## config.mk

```make
export PLATFORM = sky130hd
export DESIGN_NAME = qts_ctrl
export DESIGN_NICKNAME = d
export VERILOG_FILES = /design/src/qts_pkg.sv /design/src/qts_ctrl.sv
export SDC_FILE = /design/constraint.sdc
export NUM_CORES = 1
export LEC_CHECK = 0
export BUFFER_PORTS_ARGS = -buffer_cell sky130_fd_sc_hd__buf_2
export CORE_UTILIZATION = 57
export CTS_BUF_LIST = sky130_fd_sc_hd__clkbuf_2 sky130_fd_sc_hd__clkbuf_4 sky130_fd_sc_hd__clkbuf_8
export DETAILED_ROUTE_END_ITERATION = 16
export PLACE_DENSITY_LB_ADDON = 0.2
export SKIP_LAST_GASP = 1
export SLEW_MARGIN = 20
export SYNTH_ARGS = -nofsm -noshare
export SYNTH_HDL_FRONTEND = slang
export SYNTH_SLANG_ARGS = --single-unit
```

## constraint.sdc

```tcl
create_clock -name aclk -period 3.8 [get_ports aclk]
set_clock_uncertainty 0.2 [all_clocks]
set_input_delay 0.57 -clock aclk [delete_from_list [all_inputs] [get_ports aclk]]
set_output_delay 0.57 -clock aclk [all_outputs]
set_load 0.02 [all_outputs]
```

## src/qts_pkg.sv

```systemverilog
// types, codes and arithmetic helpers of the quintic trajectory sequencer
`default_nettype none

package qts_pkg;

    localparam int MAX_SEGMENTS_DEF = 64;
    localparam int AXES_DEF         = 4;
    localparam int POLY_TERMS       = 6;

    localparam logic [1:0] REQ_COEF   = 2'd0;
    localparam logic [1:0] REQ_TIMING = 2'd1;
    localparam logic [1:0] REQ_TICK   = 2'd2;

    localparam logic [1:0] CFG_SEG_COUNT = 2'd0;
    localparam logic [1:0] CFG_LOOP_EN   = 2'd1;
    localparam logic [1:0] CFG_LOOP_SEG  = 2'd2;

    localparam logic [30:0] TICK_DT  = 31'd6554;
    localparam logic [30:0] TIME_MAX = 31'h7fffffff;
    localparam logic [30:0] P_ONE    = 31'd65536;
    localparam logic signed [32:0] END_TOL = 33'sd7;

    typedef struct packed {
        logic [1:0]         req_type;
        logic [5:0]         segment_index;
        logic [1:0]         axis_index;
        logic [2:0]         power_index;
        logic signed [31:0] load_value;
        logic [15:0]        dwell_ticks;
    } req_t;

    typedef struct packed {
        logic [1:0]         axis_id;
        logic signed [31:0] position;
        logic signed [31:0] velocity;
        logic signed [31:0] acceleration;
        logic [6:0]         current_segment;
        logic [30:0]        segment_time;
        logic               last_of_tick;
    } result_t;

    typedef struct packed {
        logic       load_coef;
        logic       load_timing;
        logic       tick_pre;
        logic       pow_mul;
        logic       pow_wr;
        logic [2:0] pow_k;
        logic       term_issue;
        logic [2:0] term_k;
        logic [1:0] term_d;
        logic [1:0] axis;
        logic       acc_clr;
        logic       out_load;
        logic       out_last;
        logic       seg_end;
    } cmd_t;

    typedef struct packed {
        logic go;
        logic out_free;
    } stat_t;

    // derivative factor: 1, k or k*(k-1)
    function automatic logic [4:0] term_factor(input logic [2:0] k, input logic [1:0] d);
        logic [4:0] f;
        unique case (d)
            2'd0:    f = 5'd1;
            2'd1:    f = {2'b00, k};
            default: f = 5'(int'(k) * (int'(k) - 1));
        endcase
        return f;
    endfunction

    function automatic logic signed [31:0] sat32(input logic signed [55:0] v);
        logic signed [31:0] r;
        if (v > 56'sd2147483647) begin
            r = 32'sh7fffffff;
        end else if (v < -56'sd2147483648) begin
            r = 32'sh80000000;
        end else begin
            r = v[31:0];
        end
        return r;
    endfunction

endpackage

`default_nettype wire

```

## src/qts_ctrl.sv

```systemverilog
// sequencing state machine: loads, tick preamble, powers, terms per axis, emit, segment end
`default_nettype none

module qts_ctrl #(
    parameter int AXES = qts_pkg::AXES_DEF
) (
    input  wire logic          aclk,
    input  wire logic          aresetn,
    input  wire logic          s_valid,
    output logic               s_ready,
    input  wire logic [1:0]    req_type,
    input  wire qts_pkg::stat_t stat,
    output qts_pkg::cmd_t      cmd
);

    typedef enum logic [3:0] {
        ST_IDLE,
        ST_PRE,
        ST_CHECK,
        ST_POW_MUL,
        ST_POW_WR,
        ST_TERM,
        ST_DRAIN,
        ST_EMIT,
        ST_SEG_END
    } state_t;

    localparam logic [2:0] K_LAST = 3'(qts_pkg::POLY_TERMS - 1);

    state_t     state_reg;
    logic [2:0] k_reg;
    logic [1:0] d_reg;
    logic [1:0] axis_reg;
    logic       drain_reg;
    logic       accept;
    logic       axis_last;

    assign s_ready   = (state_reg == ST_IDLE);
    assign accept    = s_valid && s_ready;
    assign axis_last = (int'(axis_reg) == AXES - 1);

    always_comb begin
        cmd             = '0;
        cmd.load_coef   = accept && (req_type == qts_pkg::REQ_COEF);
        cmd.load_timing = accept && (req_type == qts_pkg::REQ_TIMING);
        cmd.tick_pre    = (state_reg == ST_PRE);
        cmd.pow_mul     = (state_reg == ST_POW_MUL);
        cmd.pow_wr      = (state_reg == ST_POW_WR);
        cmd.pow_k       = k_reg;
        cmd.term_issue  = (state_reg == ST_TERM);
        cmd.term_k      = k_reg;
        cmd.term_d      = d_reg;
        cmd.axis        = axis_reg;
        cmd.out_load    = (state_reg == ST_EMIT) && stat.out_free;
        cmd.acc_clr     = cmd.out_load || (state_reg == ST_PRE);
        cmd.out_last    = axis_last;
        cmd.seg_end     = (state_reg == ST_SEG_END);
    end

    always_ff @(posedge aclk) begin
        if (!aresetn) begin
            state_reg <= ST_IDLE;
            k_reg     <= '0;
            d_reg     <= '0;
            axis_reg  <= '0;
            drain_reg <= 1'b0;
        end else begin
            unique case (state_reg)
                ST_IDLE: begin
                    if (accept && req_type == qts_pkg::REQ_TICK) begin
                        state_reg <= ST_PRE;
                    end
                end
                ST_PRE: begin
                    state_reg <= ST_CHECK;
                end
                ST_CHECK: begin
                    k_reg     <= 3'd1;
                    state_reg <= stat.go ? ST_POW_MUL : ST_IDLE;
                end
                ST_POW_MUL: begin
                    state_reg <= ST_POW_WR;
                end
                ST_POW_WR: begin
                    if (k_reg == K_LAST) begin
                        k_reg     <= '0;
                        d_reg     <= '0;
                        axis_reg  <= '0;
                        state_reg <= ST_TERM;
                    end else begin
                        k_reg     <= k_reg + 3'd1;
                        state_reg <= ST_POW_MUL;
                    end
                end
                ST_TERM: begin
                    // walk (k, d) with d up to min(k, 2)
                    if (d_reg < 2'd2 && {1'b0, d_reg} < k_reg) begin
                        d_reg <= d_reg + 2'd1;
                    end else begin
                        d_reg <= '0;
                        if (k_reg == K_LAST) begin
                            drain_reg <= 1'b0;
                            state_reg <= ST_DRAIN;
                        end else begin
                            k_reg <= k_reg + 3'd1;
                        end
                    end
                end
                ST_DRAIN: begin
                    // read and multiply stages empty out
                    if (drain_reg) begin
                        state_reg <= ST_EMIT;
                    end else begin
                        drain_reg <= 1'b1;
                    end
                end
                ST_EMIT: begin
                    if (stat.out_free) begin
                        if (axis_last) begin
                            state_reg <= ST_SEG_END;
                        end else begin
                            axis_reg  <= axis_reg + 2'd1;
                            k_reg     <= '0;
                            d_reg     <= '0;
                            state_reg <= ST_TERM;
                        end
                    end
                end
                ST_SEG_END: begin
                    state_reg <= ST_IDLE;
                end
                default: begin
                    state_reg <= ST_IDLE;
                end
            endcase
        end
    end

endmodule

`default_nettype wire

```

==> results_dict.tcl <==
set metrics [dict create \
    avgSynthCellArea_um2 8.101 \
    synthXorXnorAreaFrac 0 \
    cts_tree "done" \
    final_cell_mix "buf_2 (27), nor2_1 (12), dfxtp_1 (12)" \
    ys_seq_area_frac 0.2513 \
    firstDrtPassIters 4 \
    routed_via_density 6.275 \
    synth_area_um2 955.9 \
    tightest_slew_ns 0.6608 \
    crit_end "cmd[3]" \
    nets 150 \
    reg2reg_slack_ns 1.66 \
    fp.dieH_um 42.95 \
    fmax_mhz 369.5 \
    synth_top_family_by_area "simple AND/OR/NAND/NOR gates" \
    p_total_mw 0.4080 \
    max_slew_margin 0.5589 \
    fp.dieW_um 42.95 \
    ys.flop_type "dfxtp_1" \
    synth_compound_area_frac 0.2055 \
    drt.antenna.violating_nets 0 \
    portBuffers 27 \
    hp-class "reg2reg" \
    dieArea_um2 1845 \
    finalCriticalPeriod_ns 2.706 \
    whs_ns 0.2832 \
    cts_root_buf "clkbuf_4" \
    start_util 0.6201 \
    dpl.hpwl_mm 1.590 \
    async_reset_ff_frac 0 \
    postLayoutCellArea_um2 1066 \
    grt_max_degree 22 \
    grt_pass1_vias 813 \
    status "completed" \
    power_leakage_nw 0.4574 \
    ios 28 \
    layout_commonest_cell "buf_2" \
    power.density_nw_per_um2 382.8 \
    report.final.setup_viol 0 \
    cts_hold_buffers 0 \
    clk_path_buf_depth 2 \
    rsz0062_at_grt "false" \
    cts_setup_buffers 0 \
    synthCells 118 \
    clk_latency_ns 0.28 \
    fin_crit_sh 0.7122 \
    rr_endpoint "k_reg[2]$_SDFFE_PN0P_" \
    largest_register_ff_count 4 \
    crit_start "state_reg[0]$_SDFFE_PN0P_" \
    slowest_stage "dfxtp_1" \
    grtUsageTotal 0.2526 \
    globalRouteOverflowTotal 0 \
    cp-end-kind "output pin" \
    wl_per_cell_um 14.01 \
    htreeDepth 1 \
    cts.clk_slew.worst_paths_ns 0.08 \
    drt_iter0_markers 34 \
    r2r_cells 5 \
    drc 0 \
    critPathMaxFanout 21 \
    fin_util 0.6916 \
    core-area_um2 1541 \
    synth-simple-area-share 0.3809 \
    cts-resized-gates 0 \
    worstSetupPathType "reg2out" \
    place_area_um2 1044 \
    diodes 0 \
    pre_cts_ws_ns 1.420 \
    routabilityCongestion 0.9122 \
    synth_fa_ha_area_frac 0.05236 \
    antenna_found_initial 0 \
    synth_nets 129 \
    slowest_delay_ns 0.75 \
    stdcell_count 153 \
    crit_arrival_ns 1.94 \
    vdd_ir_drop_max_v 0.0003281 \
    drt-total-wl_mm 2.143 \
    grt_pass1_wl_mm 3.560 \
    numCtsBuffers 3 \
    ys_ff_latch 12 \
    slew_viol_final 0 \
    area_growth_pct 11.52 \
    ys_types 47 \
    cts.sinks 12 \
    cap_violations 0 \
    fin_setup_tns_ns 0 \
    via_count 960 \
    start_kind "flip-flop" \
    setup_ws_ns 1.094 \
    rr_startpoint "state_reg[0]$_SDFFE_PN0P_" \
    required_ns 3.03 \
    hold_viol_final 0 \
    drive_gt1_frac 0.2920 \
    dp_cells 150 \
    path_cells "nand2b_1 > nor2_1 > and2_1 > or2_2 > buf_2" \
    synth_warnings 0 \
    synthMuxAreaShare 0.03141 \
    fillers 136 \
    synth_edf_count 0 \
    rows 14 \
]
-- synth_stat cells (all sizes together), types with 2 or more instances --
| master | number | area share |
|---|---|---|
| and4b | 2 | 0.021 |
| nor2b | 8 | 0.052 |
| nand2 | 7 | 0.027 |
| clkbuf | 2 | 0.0079 |
| a21boi | 2 | 0.016 |
| o21ai | 2 | 0.010 |
| inv | 2 | 0.0079 |
| ha | 4 | 0.052 |
| nor4b | 2 | 0.018 |
| nand2b | 7 | 0.048 |
| o211ai | 3 | 0.029 |
| nor2 | 12 | 0.047 |
| dfxtp | 12 | 0.25 |
| nor3 | 5 | 0.037 |
| a21oi | 8 | 0.042 |
| buf | 9 | 0.063 |
| mux2i | 3 | 0.031 |
| or2 | 2 | 0.013 |
| nor4 | 3 | 0.026 |
| o21a | 3 | 0.025 |
| or4 | 2 | 0.016 |
| nand4 | 2 | 0.013 |
-- routing by layer --
| layer | share of wire | GRT usage |
|---|---|---|
| met1 | 0.45 | 0.3307 |
| met2 | 0.48 | 0.3970 |
| met3 | 0.067 | 0.05957 |
| met4 | 0.010 | 0.1030 |
| met5 | 0 | 0 |
-- worst max-delay path: cells and delay by family (launching register included) --
kind	cells	cell delay (ns)
buffers and inverters	1	0.15
DFF	1	0.75
and+or+nand+nor	4	0.76
-- cell type report --
type                    count  area, µm²  share of cell area
inverters                   2      7.507            0.007042
multi-input cells          93      640.6              0.6009
flip-flops and latches     12      240.2              0.2254
clock buffers               3      22.52             0.02113
repair buffers             27      135.1              0.1268
well taps                  16      20.02             0.01878
-- logic make-up (layout without fill, tap and decap cells) --
group | count (synthesis) | in the layout
AND/OR/NAND/NOR | 60 | 60
AO/OA/AOI/OAI | 26 | 26
buffers and inverters | 13 | 32
flip-flops | 12 | 12
adder cells (fa/ha/maj) | 4 | 4
multiplexers | 3 | 3
-- worst min-delay path by stage --
stage	start	endpoint	slack, ns	depth (start not counted)
floorplan	drain_reg$_SDFFE_PN0P_	drain_reg$_SDFFE_PN0P_	0.27	2
global placement	axis_reg[1]$_SDFFE_PN0P_	axis_reg[1]$_SDFFE_PN0P_	0.27	2
detailed placement	axis_reg[1]$_SDFFE_PN0P_	axis_reg[1]$_SDFFE_PN0P_	0.28	2
CTS	axis_reg[1]$_SDFFE_PN0P_	axis_reg[1]$_SDFFE_PN0P_	0.29	2
global route	k_reg[1]$_SDFFE_PN0P_	k_reg[1]$_SDFFE_PN0P_	0.35	2
finish	axis_reg[1]$_SDFFE_PN0P_	axis_reg[1]$_SDFFE_PN0P_	0.28	2
-- report_power, final --
part           switching [mW]  leakage, nW  internal [mW]
registers              0.0373       0.0969          0.134
clock network          0.0451       0.0138         0.0368
logic                  0.0869        0.347         0.0682
total                   0.169        0.457          0.239
Power figures use the tool's default switching activity.
